## src/rtl/core/dtlp_pkg.sv

```systemverilog
package dtlp_pkg;

    // Input item kinds
    localparam logic KIND_BYTE = 1'b0;
    localparam logic KIND_END  = 1'b1;

    // Characters the parser reacts to
    localparam logic [7:0] CHAR_NL    = 8'h0A;
    localparam logic [7:0] CHAR_HASH  = 8'h23;
    localparam logic [7:0] CHAR_MINUS = 8'h2D;
    localparam logic [7:0] CHAR_ZERO  = 8'h30;
    localparam logic [7:0] CHAR_NINE  = 8'h39;

    localparam int unsigned PAGE_BITS = 64;
    localparam int unsigned LINE_BITS = 32;

    typedef enum logic [2:0] {
        ST_PAGE  = 3'd0,
        ST_DONE  = 3'd1,
        ST_NEG   = 3'd2,
        ST_NAN   = 3'd3,
        ST_OVF   = 3'd4,
        ST_TRAIL = 3'd5
    } t_status;

    typedef enum logic [2:0] {
        MODE_LEAD    = 3'd0,
        MODE_DIGITS  = 3'd1,
        MODE_TAIL_WS = 3'd2,
        MODE_SKIP    = 3'd3,
        MODE_ERRWAIT = 3'd4
    } t_line_mode;

    typedef struct packed {
        t_status                status;
        logic [PAGE_BITS-1:0]   page_id;
        logic [LINE_BITS-1:0]   line_no;
        logic                   last;
    } t_result;

    // Up to two results per input item: res0 first, then res1
    typedef struct packed {
        logic [1:0] count;
        t_result    res0;
        t_result    res1;
    } t_push_req;

    function automatic logic is_blank(input logic [7:0] c);
        return c inside {8'h20, 8'h09, 8'h0B, 8'h0C, 8'h0D};
    endfunction

endpackage

```

## src/rtl/core/dtlp_ifs.sv

```systemverilog
interface dtlp_in_if;
    logic       valid;
    logic       ready;
    logic       kind;
    logic [7:0] byte_value;

    modport source (output valid, output kind, output byte_value, input ready);
    modport sink   (input valid, input kind, input byte_value, output ready);
endinterface

interface dtlp_out_if;
    logic        valid;
    logic        ready;
    logic [2:0]  status;
    logic [63:0] page_id;
    logic [31:0] line_no;
    logic        last;

    modport source (output valid, output status, output page_id, output line_no,
                    output last, input ready);
    modport sink   (input valid, input status, input page_id, input line_no,
                    input last, output ready);
endinterface

```

## src/rtl/core/decimal_trace_line_parser_unit.sv

```systemverilog
// Channel   Dir  Payload                                      Accepted when
// i_in_ch   in   kind, byte_value                              valid && ready
// o_out_ch  out  status, page_id, line_no, last                valid && ready
//
// One input item per cycle: the line state and the times-ten accumulate update together
// as each item is taken, so a byte is taken every clock while the result queue has room.
// Results sit in a four-entry queue; ready drops only when fewer than two slots are
// free (end of input may cause a page result and a done result from one item).
// Reset (i_rst_n low at a clock edge, synchronous) returns to line start and clears
// the line count, the error and the stopped flag; the queue empties.
// After a done or error result, further items are still accepted but dropped.
module decimal_trace_line_parser_unit
    import dtlp_pkg::*;
#(
    parameter int unsigned LINE_COUNT_BITS = 32
) (
    input  logic        i_clk,
    input  logic        i_rst_n,
    dtlp_in_if.sink     i_in_ch,
    dtlp_out_if.source  o_out_ch
);

    logic      take;
    logic      room;
    t_push_req push;

    // Accept whenever the queue can absorb the worst case of one item
    assign i_in_ch.ready = room;
    assign take          = i_in_ch.valid && room;

    // Line parser: whitespace, comment and digit handling, line counting
    dtlp_line_core #(
        .LINE_COUNT_BITS (LINE_COUNT_BITS)
    ) u_core (
        .i_clk        (i_clk),
        .i_rst_n      (i_rst_n),
        .i_take       (take),
        .i_kind       (i_in_ch.kind),
        .i_byte_value (i_in_ch.byte_value),
        .o_push       (push)
    );

    // Result queue: holds finished items until the sink takes them
    dtlp_res_fifo u_fifo (
        .i_clk   (i_clk),
        .i_rst_n (i_rst_n),
        .i_push  (push),
        .o_room  (room),
        .o_out   (o_out_ch)
    );

endmodule

```

## src/rtl/core/dtlp_line_core.sv

```systemverilog
module dtlp_line_core
    import dtlp_pkg::*;
#(
    parameter int unsigned LINE_COUNT_BITS = 32
) (
    input  logic       i_clk,
    input  logic       i_rst_n,
    input  logic       i_take,
    input  logic       i_kind,
    input  logic [7:0] i_byte_value,
    output t_push_req  o_push
);

    localparam logic [LINE_COUNT_BITS-1:0] CountMax = '1;

    t_line_mode                 r_mode,       n_mode;
    logic [PAGE_BITS-1:0]       r_acc,        n_acc;
    t_status                    r_err,        n_err;
    logic [LINE_COUNT_BITS-1:0] r_line_count, n_line_count;
    logic                       r_has_bytes,  n_has_bytes;
    logic                       r_stopped,    n_stopped;

    logic                       digit;
    logic [3:0]                 dval;
    logic [PAGE_BITS+3:0]       prod;
    logic                       ovf;
    logic [LINE_COUNT_BITS-1:0] cnt_inc;
    logic [LINE_COUNT_BITS-1:0] cnt_after;
    logic [63:0]                cnt_ext;
    logic [LINE_BITS-1:0]       line_out;
    t_result                    end_res;
    logic                       end_emit;
    logic                       end_stop;
    t_result                    done_res;

    assign digit = (i_byte_value >= CHAR_ZERO) && (i_byte_value <= CHAR_NINE);
    assign dval  = digit ? 4'(i_byte_value - CHAR_ZERO) : 4'd0;
    // acc * 10 + d, overflow shows in the four top bits
    assign prod  = ({4'd0, r_acc} << 3) + ({4'd0, r_acc} << 1) + (PAGE_BITS + 4)'(dval);
    assign ovf   = |prod[PAGE_BITS+3:PAGE_BITS];

    assign cnt_inc = (r_line_count < CountMax) ? r_line_count + 1'b1 : r_line_count;
    // Count after closing the line, if this item closes one
    assign cnt_after = (i_kind == KIND_BYTE || r_has_bytes) ? cnt_inc : r_line_count;
    assign cnt_ext   = 64'(cnt_after);
    assign line_out  = (|cnt_ext[63:32]) ? '1 : cnt_ext[31:0];

    always_comb begin
        end_emit = (r_mode == MODE_DIGITS) || (r_mode == MODE_TAIL_WS) ||
                   (r_mode == MODE_ERRWAIT);
        end_stop = (r_mode == MODE_ERRWAIT);
        end_res.status      = end_stop ? r_err : ST_PAGE;
        end_res.page_id     = end_stop ? '0 : r_acc;
        end_res.line_no     = line_out;
        end_res.last        = end_stop;
        done_res.status      = ST_DONE;
        done_res.page_id     = '0;
        done_res.line_no     = line_out;
        done_res.last        = 1'b1;
    end

    always_ff @(posedge i_clk) begin
        if (!i_rst_n) begin
            r_mode       <= MODE_LEAD;
            r_acc        <= '0;
            r_err        <= ST_PAGE;
            r_line_count <= '0;
            r_has_bytes  <= 1'b0;
            r_stopped    <= 1'b0;
        end else begin
            r_mode       <= n_mode;
            r_acc        <= n_acc;
            r_err        <= n_err;
            r_line_count <= n_line_count;
            r_has_bytes  <= n_has_bytes;
            r_stopped    <= n_stopped;
        end
    end

    always_comb begin
        n_mode       = r_mode;
        n_acc        = r_acc;
        n_err        = r_err;
        n_line_count = r_line_count;
        n_has_bytes  = r_has_bytes;
        n_stopped    = r_stopped;
        o_push.count = 2'd0;
        o_push.res0  = end_res;
        o_push.res1  = done_res;

        if (i_take && !r_stopped) begin
            if (i_kind == KIND_BYTE && i_byte_value == CHAR_NL) begin
                // Close the line
                n_line_count = cnt_inc;
                n_mode       = MODE_LEAD;
                n_acc        = '0;
                n_err        = ST_PAGE;
                n_has_bytes  = 1'b0;
                n_stopped    = end_stop;
                o_push.count = end_emit ? 2'd1 : 2'd0;
            end else if (i_kind == KIND_BYTE) begin
                n_has_bytes = 1'b1;
                case (r_mode)
                    MODE_LEAD: begin
                        if (!is_blank(i_byte_value)) begin
                            if (i_byte_value == CHAR_HASH) begin
                                n_mode = MODE_SKIP;
                            end else if (i_byte_value == CHAR_MINUS) begin
                                n_mode = MODE_ERRWAIT;
                                n_err  = ST_NEG;
                            end else if (digit) begin
                                n_mode = MODE_DIGITS;
                                n_acc  = PAGE_BITS'(dval);
                            end else begin
                                n_mode = MODE_ERRWAIT;
                                n_err  = ST_NAN;
                            end
                        end
                    end
                    MODE_DIGITS: begin
                        if (digit) begin
                            if (ovf) begin
                                n_mode = MODE_ERRWAIT;
                                n_err  = ST_OVF;
                            end else begin
                                n_acc = prod[PAGE_BITS-1:0];
                            end
                        end else if (is_blank(i_byte_value)) begin
                            n_mode = MODE_TAIL_WS;
                        end else begin
                            n_mode = MODE_ERRWAIT;
                            n_err  = ST_TRAIL;
                        end
                    end
                    MODE_TAIL_WS: begin
                        if (!is_blank(i_byte_value)) begin
                            n_mode = MODE_ERRWAIT;
                            n_err  = ST_TRAIL;
                        end
                    end
                    default: begin
                    end
                endcase
            end else begin
                // End of input: close a pending line, then report done unless that line held an error
                n_line_count = cnt_after;
                n_mode       = MODE_LEAD;
                n_acc        = '0;
                n_err        = ST_PAGE;
                n_has_bytes  = 1'b0;
                n_stopped    = 1'b1;
                if (r_has_bytes && end_emit) begin
                    o_push.res0  = end_res;
                    o_push.count = end_stop ? 2'd1 : 2'd2;
                end else begin
                    o_push.res0  = done_res;
                    o_push.count = 2'd1;
                end
            end
        end
    end

    a_no_push_when_stopped: assert property (@(posedge i_clk) disable iff (!i_rst_n)
        (i_take && r_stopped) |-> (o_push.count == 2'd0))
        else $error("result produced after stream end");

    a_second_is_done: assert property (@(posedge i_clk) disable iff (!i_rst_n)
        (o_push.count == 2'd2) |-> (o_push.res1.status == ST_DONE && o_push.res1.last &&
                                    o_push.res0.status == ST_PAGE))
        else $error("second result of one item is not page then done");

    a_last_stops: assert property (@(posedge i_clk) disable iff (!i_rst_n)
        (o_push.count != 2'd0 && o_push.res0.last) |=> r_stopped)
        else $error("final result did not stop the parser");

endmodule

```

## src/rtl/core/dtlp_res_fifo.sv

```systemverilog
module dtlp_res_fifo
    import dtlp_pkg::*;
(
    input  logic          i_clk,
    input  logic          i_rst_n,
    input  t_push_req     i_push,
    output logic          o_room,
    dtlp_out_if.source    o_out
);

    localparam int unsigned Depth   = 4;
    localparam int unsigned PtrBits = $clog2(Depth);

    t_result              r_mem [Depth];
    logic [PtrBits-1:0]   r_wr_ptr, n_wr_ptr;
    logic [PtrBits-1:0]   r_rd_ptr, n_rd_ptr;
    logic [PtrBits:0]     r_count,  n_count;
    logic                 pop;
    logic [PtrBits-1:0]   wr_ptr1;
    t_result              head;

    assign pop     = o_out.valid && o_out.ready;
    assign wr_ptr1 = r_wr_ptr + 1'b1;
    // Leave room for the two results one item may cause
    assign o_room  = (r_count <= (PtrBits + 1)'(Depth - 2));

    assign head              = r_mem[r_rd_ptr];
    assign o_out.valid       = (r_count != '0);
    assign o_out.status      = head.status;
    assign o_out.page_id     = head.page_id;
    assign o_out.line_no     = head.line_no;
    assign o_out.last        = head.last;

    always_comb begin
        n_wr_ptr = r_wr_ptr + PtrBits'(i_push.count);
        n_rd_ptr = pop ? r_rd_ptr + 1'b1 : r_rd_ptr;
        n_count  = r_count + (PtrBits + 1)'(i_push.count) - (PtrBits + 1)'(pop);
    end

    always_ff @(posedge i_clk) begin
        if (!i_rst_n) begin
            r_wr_ptr <= '0;
            r_rd_ptr <= '0;
            r_count  <= '0;
        end else begin
            r_wr_ptr <= n_wr_ptr;
            r_rd_ptr <= n_rd_ptr;
            r_count  <= n_count;
        end
    end

    always_ff @(posedge i_clk) begin
        if (i_push.count != 2'd0) begin
            r_mem[r_wr_ptr] <= i_push.res0;
        end
        if (i_push.count == 2'd2) begin
            r_mem[wr_ptr1] <= i_push.res1;
        end
    end

    a_count_bound: assert property (@(posedge i_clk) disable iff (!i_rst_n)
        r_count <= (PtrBits + 1)'(Depth))
        else $error("result queue count beyond depth");

    a_push_fits: assert property (@(posedge i_clk) disable iff (!i_rst_n)
        (i_push.count != 2'd0) |->
            ((PtrBits + 2)'(r_count) + (PtrBits + 2)'(i_push.count) <= (PtrBits + 2)'(Depth)))
        else $error("result queue overrun");

    a_double_push: assert property (@(posedge i_clk) disable iff (!i_rst_n)
        (i_push.count == 2'd2 && !pop) |=> (r_count == $past(r_count) + 2'd2))
        else $error("double push not counted");

endmodule

```

## src/flat_wrapper.sv

```systemverilog
// flat-port wrapper written by rule: the top's interface ports become plain ports
module decimal_trace_line_parser_unit_flat import dtlp_pkg::*;
#(
    parameter int unsigned LINE_COUNT_BITS = 32
)
  (i_clk, i_rst_n, i_in_ch_valid, i_in_ch_kind, i_in_ch_byte_value, i_in_ch_ready, o_out_ch_valid, o_out_ch_status, o_out_ch_page_id, o_out_ch_line_no, o_out_ch_last, o_out_ch_ready);
  dtlp_in_if i_in_ch_i ();
  dtlp_out_if o_out_ch_i ();
  input  logic i_clk;
  input  logic i_rst_n;
  input wire logic [$bits(i_in_ch_i.valid)-1:0] i_in_ch_valid;
  input wire logic [$bits(i_in_ch_i.kind)-1:0] i_in_ch_kind;
  input wire logic [$bits(i_in_ch_i.byte_value)-1:0] i_in_ch_byte_value;
  output wire logic [$bits(i_in_ch_i.ready)-1:0] i_in_ch_ready;
  output wire logic [$bits(o_out_ch_i.valid)-1:0] o_out_ch_valid;
  output wire logic [$bits(o_out_ch_i.status)-1:0] o_out_ch_status;
  output wire logic [$bits(o_out_ch_i.page_id)-1:0] o_out_ch_page_id;
  output wire logic [$bits(o_out_ch_i.line_no)-1:0] o_out_ch_line_no;
  output wire logic [$bits(o_out_ch_i.last)-1:0] o_out_ch_last;
  input wire logic [$bits(o_out_ch_i.ready)-1:0] o_out_ch_ready;
  assign i_in_ch_i.valid = i_in_ch_valid;
  assign i_in_ch_i.kind = i_in_ch_kind;
  assign i_in_ch_i.byte_value = i_in_ch_byte_value;
  assign i_in_ch_ready = i_in_ch_i.ready;
  assign o_out_ch_valid = o_out_ch_i.valid;
  assign o_out_ch_status = o_out_ch_i.status;
  assign o_out_ch_page_id = o_out_ch_i.page_id;
  assign o_out_ch_line_no = o_out_ch_i.line_no;
  assign o_out_ch_last = o_out_ch_i.last;
  assign o_out_ch_i.ready = o_out_ch_ready;
  decimal_trace_line_parser_unit #(.LINE_COUNT_BITS(LINE_COUNT_BITS)) u_core (.i_clk(i_clk), .i_rst_n(i_rst_n), .i_in_ch(i_in_ch_i), .o_out_ch(o_out_ch_i));
endmodule
```

## config.mk

```make
export PLATFORM = sky130hd
export DESIGN_NAME = decimal_trace_line_parser_unit_flat
export DESIGN_NICKNAME = d
export VERILOG_FILES = /design/src/rtl/core/dtlp_pkg.sv /design/src/rtl/core/dtlp_ifs.sv /design/src/rtl/core/decimal_trace_line_parser_unit.sv /design/src/rtl/core/dtlp_line_core.sv /design/src/rtl/core/dtlp_res_fifo.sv /design/src/flat_wrapper.sv
export SDC_FILE = /design/constraint.sdc
export NUM_CORES = 1
export LEC_CHECK = 0
export BUFFER_PORTS_ARGS = -buffer_cell sky130_fd_sc_hd__buf_2
export CAP_MARGIN = 0
export CORE_AREA = 2 2 223 225
export DETAILED_ROUTE_END_ITERATION = 12
export DIE_AREA = 0 0 225 227
export PLACE_DENSITY_LB_ADDON = 0.3
export RECOVER_POWER = 100
export SYNTH_ARGS = -nofsm -noshare
export SYNTH_HDL_FRONTEND = slang
export SYNTH_SLANG_ARGS = --single-unit
export TNS_END_PERCENT = 5
```

## constraint.sdc

```tcl
create_clock -name i_clk -period 5 [get_ports i_clk]
set_input_delay 0.5 -clock i_clk [delete_from_list [all_inputs] [get_ports i_clk]]
set_output_delay 0.5 -clock i_clk [all_outputs]
set_load 0.005 [all_outputs]
```

==> impl_metrics.json <==
{
  "viasPerCell": 6.27,
  "utilization": 0.602,
  "crit_chain": "a21oi_1 -> and3b_1 -> nand4_1 -> and2_0 -> nor3_1 -> nor2_2 -> clkbuf_1 -> inv_1 -> buf_4",
  "end_kind": "register",
  "crit_required_ns": 5.25,
  "io_buffers": 114,
  "cts_resized": 0,
  "grt_pass1_vias": 21922,
  "violations": "capacitance limit, slew limit",
  "drt_iter0_drc": 2193,
  "synth_top_family_by_area": "simple AND/OR/NAND/NOR gates",
  "track_usage": 0.279,
  "hold_buffers": 0,
  "synth_simple_gate_area_frac": 0.188,
  "slowest_delay_ns": 0.79,
  "synth_warnings": 0,
  "cp_top_family": "simple AND/OR/NAND/NOR gates",
  "final_antenna_net_count": 0,
  "synthCells": 2870,
  "ir_worst_vdd_mv": 0.403,
  "final_area_mm2": 0.0292,
  "cp-start-kind": "register",
  "avgRoutedWirePerCell_um": 20.3,
  "async_flop_share": 0,
  "cts.path.max_buffers": 3,
  "synth_edf_count": 128,
  "wl_met2_um": 34900,
  "setup-tns-final_ns": 0,
  "grt_pass1_wl_um": 114000,
  "place_ws_ns": -0.0132,
  "synth_area_mm2": 0.0266,
  "fmax_mhz": 215,
  "p_sw_frac": 0.269,
  "synth-seq-cells": 513,
  "hold_class": "input pin to register",
  "syn-num-nets": 3018,
  "antennaDiodeCount": 0,
  "combPwrFrac": 0.135,
  "critPathSlowestCell": "clkbuf_1",
  "skew_ns": 0.0268,
  "dp.cells": 3430,
  "pwr-share-clk": 0.427,
  "synth.avg_cell_area_um2": 9.25,
  "synth_compound_area_frac": 0.144,
  "cts_root_buffer": "clkbuf_16",
  "reg2reg_depth": 9,
  "numCtsBuffers": 54,
  "tritoncts": "built",
  "finalCriticalPeriod_ns": 4.64,
  "wl_um": 71800,
  "pin_count": 115,
  "top_layer": "met5",
  "cts_max_level": 2,
  "p_switching_mw": 2.75,
  "core_mm2": 0.0485,
  "drv_slew": 439,
  "whs_ns": 0.259,
  "tightest_slew_ns": 2.06,
  "cp_num_buf_inv": 3,
  "drc": 0,
  "placed_area_mm2": 0.0275,
  "cts.sinks": 513,
  "hold_viol": 0,
  "antenna_found_initial": 2,
  "fp.dieArea_mm2": 0.0511,
  "setup_viol_count_final": 0,
  "worstSetupPathDepth": 9,
  "slew_headroom": -0.374,
  "setup_ws_ns": 0.358,
  "place_congestion": 0.926,
  "crit_path_max_fanout": 33,
  "die_w_um": 225,
  "path_class": "register to register",
  "synth-main-ff-cell": "dfxtp_1",
  "start_util": 0.547,
  "drv_cap": 10,
  "layout.cells.most_common": "nand2_1",
  "p_leak_nw": 10.8,
  "clock_latency_ns": 0.63,
  "rsz0062_at_grt": "false",
  "grt_max_degree": 133,
  "p_per_area_mw_per_mm2": 350,
  "final_nets": 3012,
  "synth_xor_xnor_area_share": 0.0402,
  "clk_pin_slew_ns": 0.06,
  "finalPower_mw": 10.2,
  "synth_adder_area_share": 0.0645,
  "internal-power_mw": 7.48,
  "pwr-share-seq": 0.438,
  "die_h_um": 227,
  "hold_depth": 2,
  "rows": 81,
  "finalNonFillerCells": 3530,
  "num_vias": 22149,
  "mostFrequentLayoutCells": "408 x nand2_1, 383 x dfxtp_1, 361 x a21oi_1, 298 x nand3_1, 252 x nor2_1",
  "finalCritPeriodShare": 0.928,
  "outcome": "finished with violations",
  "hpwl_um": 44200,
  "syn_to_final_growth_pct": 10.1,
  "layout-drive-gt1-share": 0.108,
  "seq_area_frac_synth": 0.435,
  "met1Wirelength_um": 29400,
  "overflow": 0,
  "synthMuxAreaShare": 0.0887,
  "cts_setup_buffers": 0,
  "first_pass_iters": 5,
  "fillCellCount": 4106,
  "wl_met3_um": 5550,
  "cp.arrival_ns": 4.89,
  "synth_cell_types": 85
}
## synth_stat cells, types with 16 or more instances
library cell | count | share of area
nand2_1 | 408 | 0.058
dfxtp_1 | 385 | 0.29
a21oi_1 | 362 | 0.068
nand3_1 | 298 | 0.056
nor2_1 | 260 | 0.037
clkbuf_1 | 151 | 0.021
ha_1 | 132 | 0.062
edfxtp_1 | 128 | 0.14
mux4_2 | 100 | 0.085
xnor2_1 | 64 | 0.021
a22o_1 | 61 | 0.020
xor2_1 | 56 | 0.018
o21ai_0 | 54 | 0.010
buf_2 | 34 | 0.0064
inv_1 | 34 | 0.0048
nand4_1 | 34 | 0.0080
a21o_1 | 23 | 0.0065
nor3_1 | 23 | 0.0043
buf_1 | 21 | 0.0030
nand2b_1 | 16 | 0.0038
## logic make-up (layout without fill, tap and decap cells)
logic type                 count (synthesis)  in the layout
adders and majority gates                135            135
AOI/OAI and AO/OA                        623            623
muxes                                    110            110
and+or+nand+nor                         1117           1117
buffers and inverters                    251            289
DFF                                      513            513
xor gates and xnor gates                 121            121
## layer usage
layer	GRT usage	vias up
met3	0.0555	146
met5	0	-
met2	0.468	879
met1	0.363	10797
li1	-	10323
met4	0.0910	4
## registers in the layout, summed over array words and instances, names as in the netlist, named ones only
| register | cells |
|---|---|
| u_core.u_core.r_stopped | 1 |
| u_core.u_core.r_has_bytes | 1 |
| u_core.u_fifo.r_mem | 400 |
| u_core.u_core.r_line_count | 32 |
| u_core.u_fifo.r_count | 3 |
| u_core.u_fifo.r_wr_ptr | 2 |
| u_core.u_core.r_err | 3 |
| u_core.u_core.r_acc | 64 |
| u_core.u_fifo.r_rd_ptr | 2 |
| u_core.u_core.r_mode | 3 |
## area by class of cell
type                       count  area [um2]  area share
sequential                   513       11600       0.395
timing repair buffer         154         808      0.0276
multi-input combinational   2106       14000       0.479
inverter                      35         131     0.00449
clock inverter                29         457      0.0156
clock buffer                  71        1500      0.0511
tap                          622         778      0.0266
## power by group through the flow
stage	Clock, mW	Combinational [mW]	Sequential (mW)
finish	4.37	1.38	4.48
global route	4.58	1.48	4.50
CTS	4.42	1.41	4.49
detailed placement	0	1.40	4.58
global placement	0	1.39	4.57
floorplan	0	1.06	4.45
## final timing paths
kind | from | endpoint | slack [ns]
worst max register to register | u_core.u_fifo.r_count[1]$_SDFF_PN0_ | u_core.u_fifo.r_mem[0][29]$_DFFE_PP_ | 0.36
worst min-delay path | i_rst_n | u_core.u_core.r_mode[2]$_SDFFE_PN0P_ | 0.26
worst max-delay path | u_core.u_fifo.r_count[1]$_SDFF_PN0_ | u_core.u_fifo.r_mem[0][29]$_DFFE_PP_ | 0.36
worst min register to register | u_core.u_fifo.r_mem[0][55]$_SDFFE_PP0P_ | u_core.u_fifo.r_mem[0][55]$_SDFFE_PP0P_ | 0.45
No activity file was read; power rests on OpenSTA's default activity.
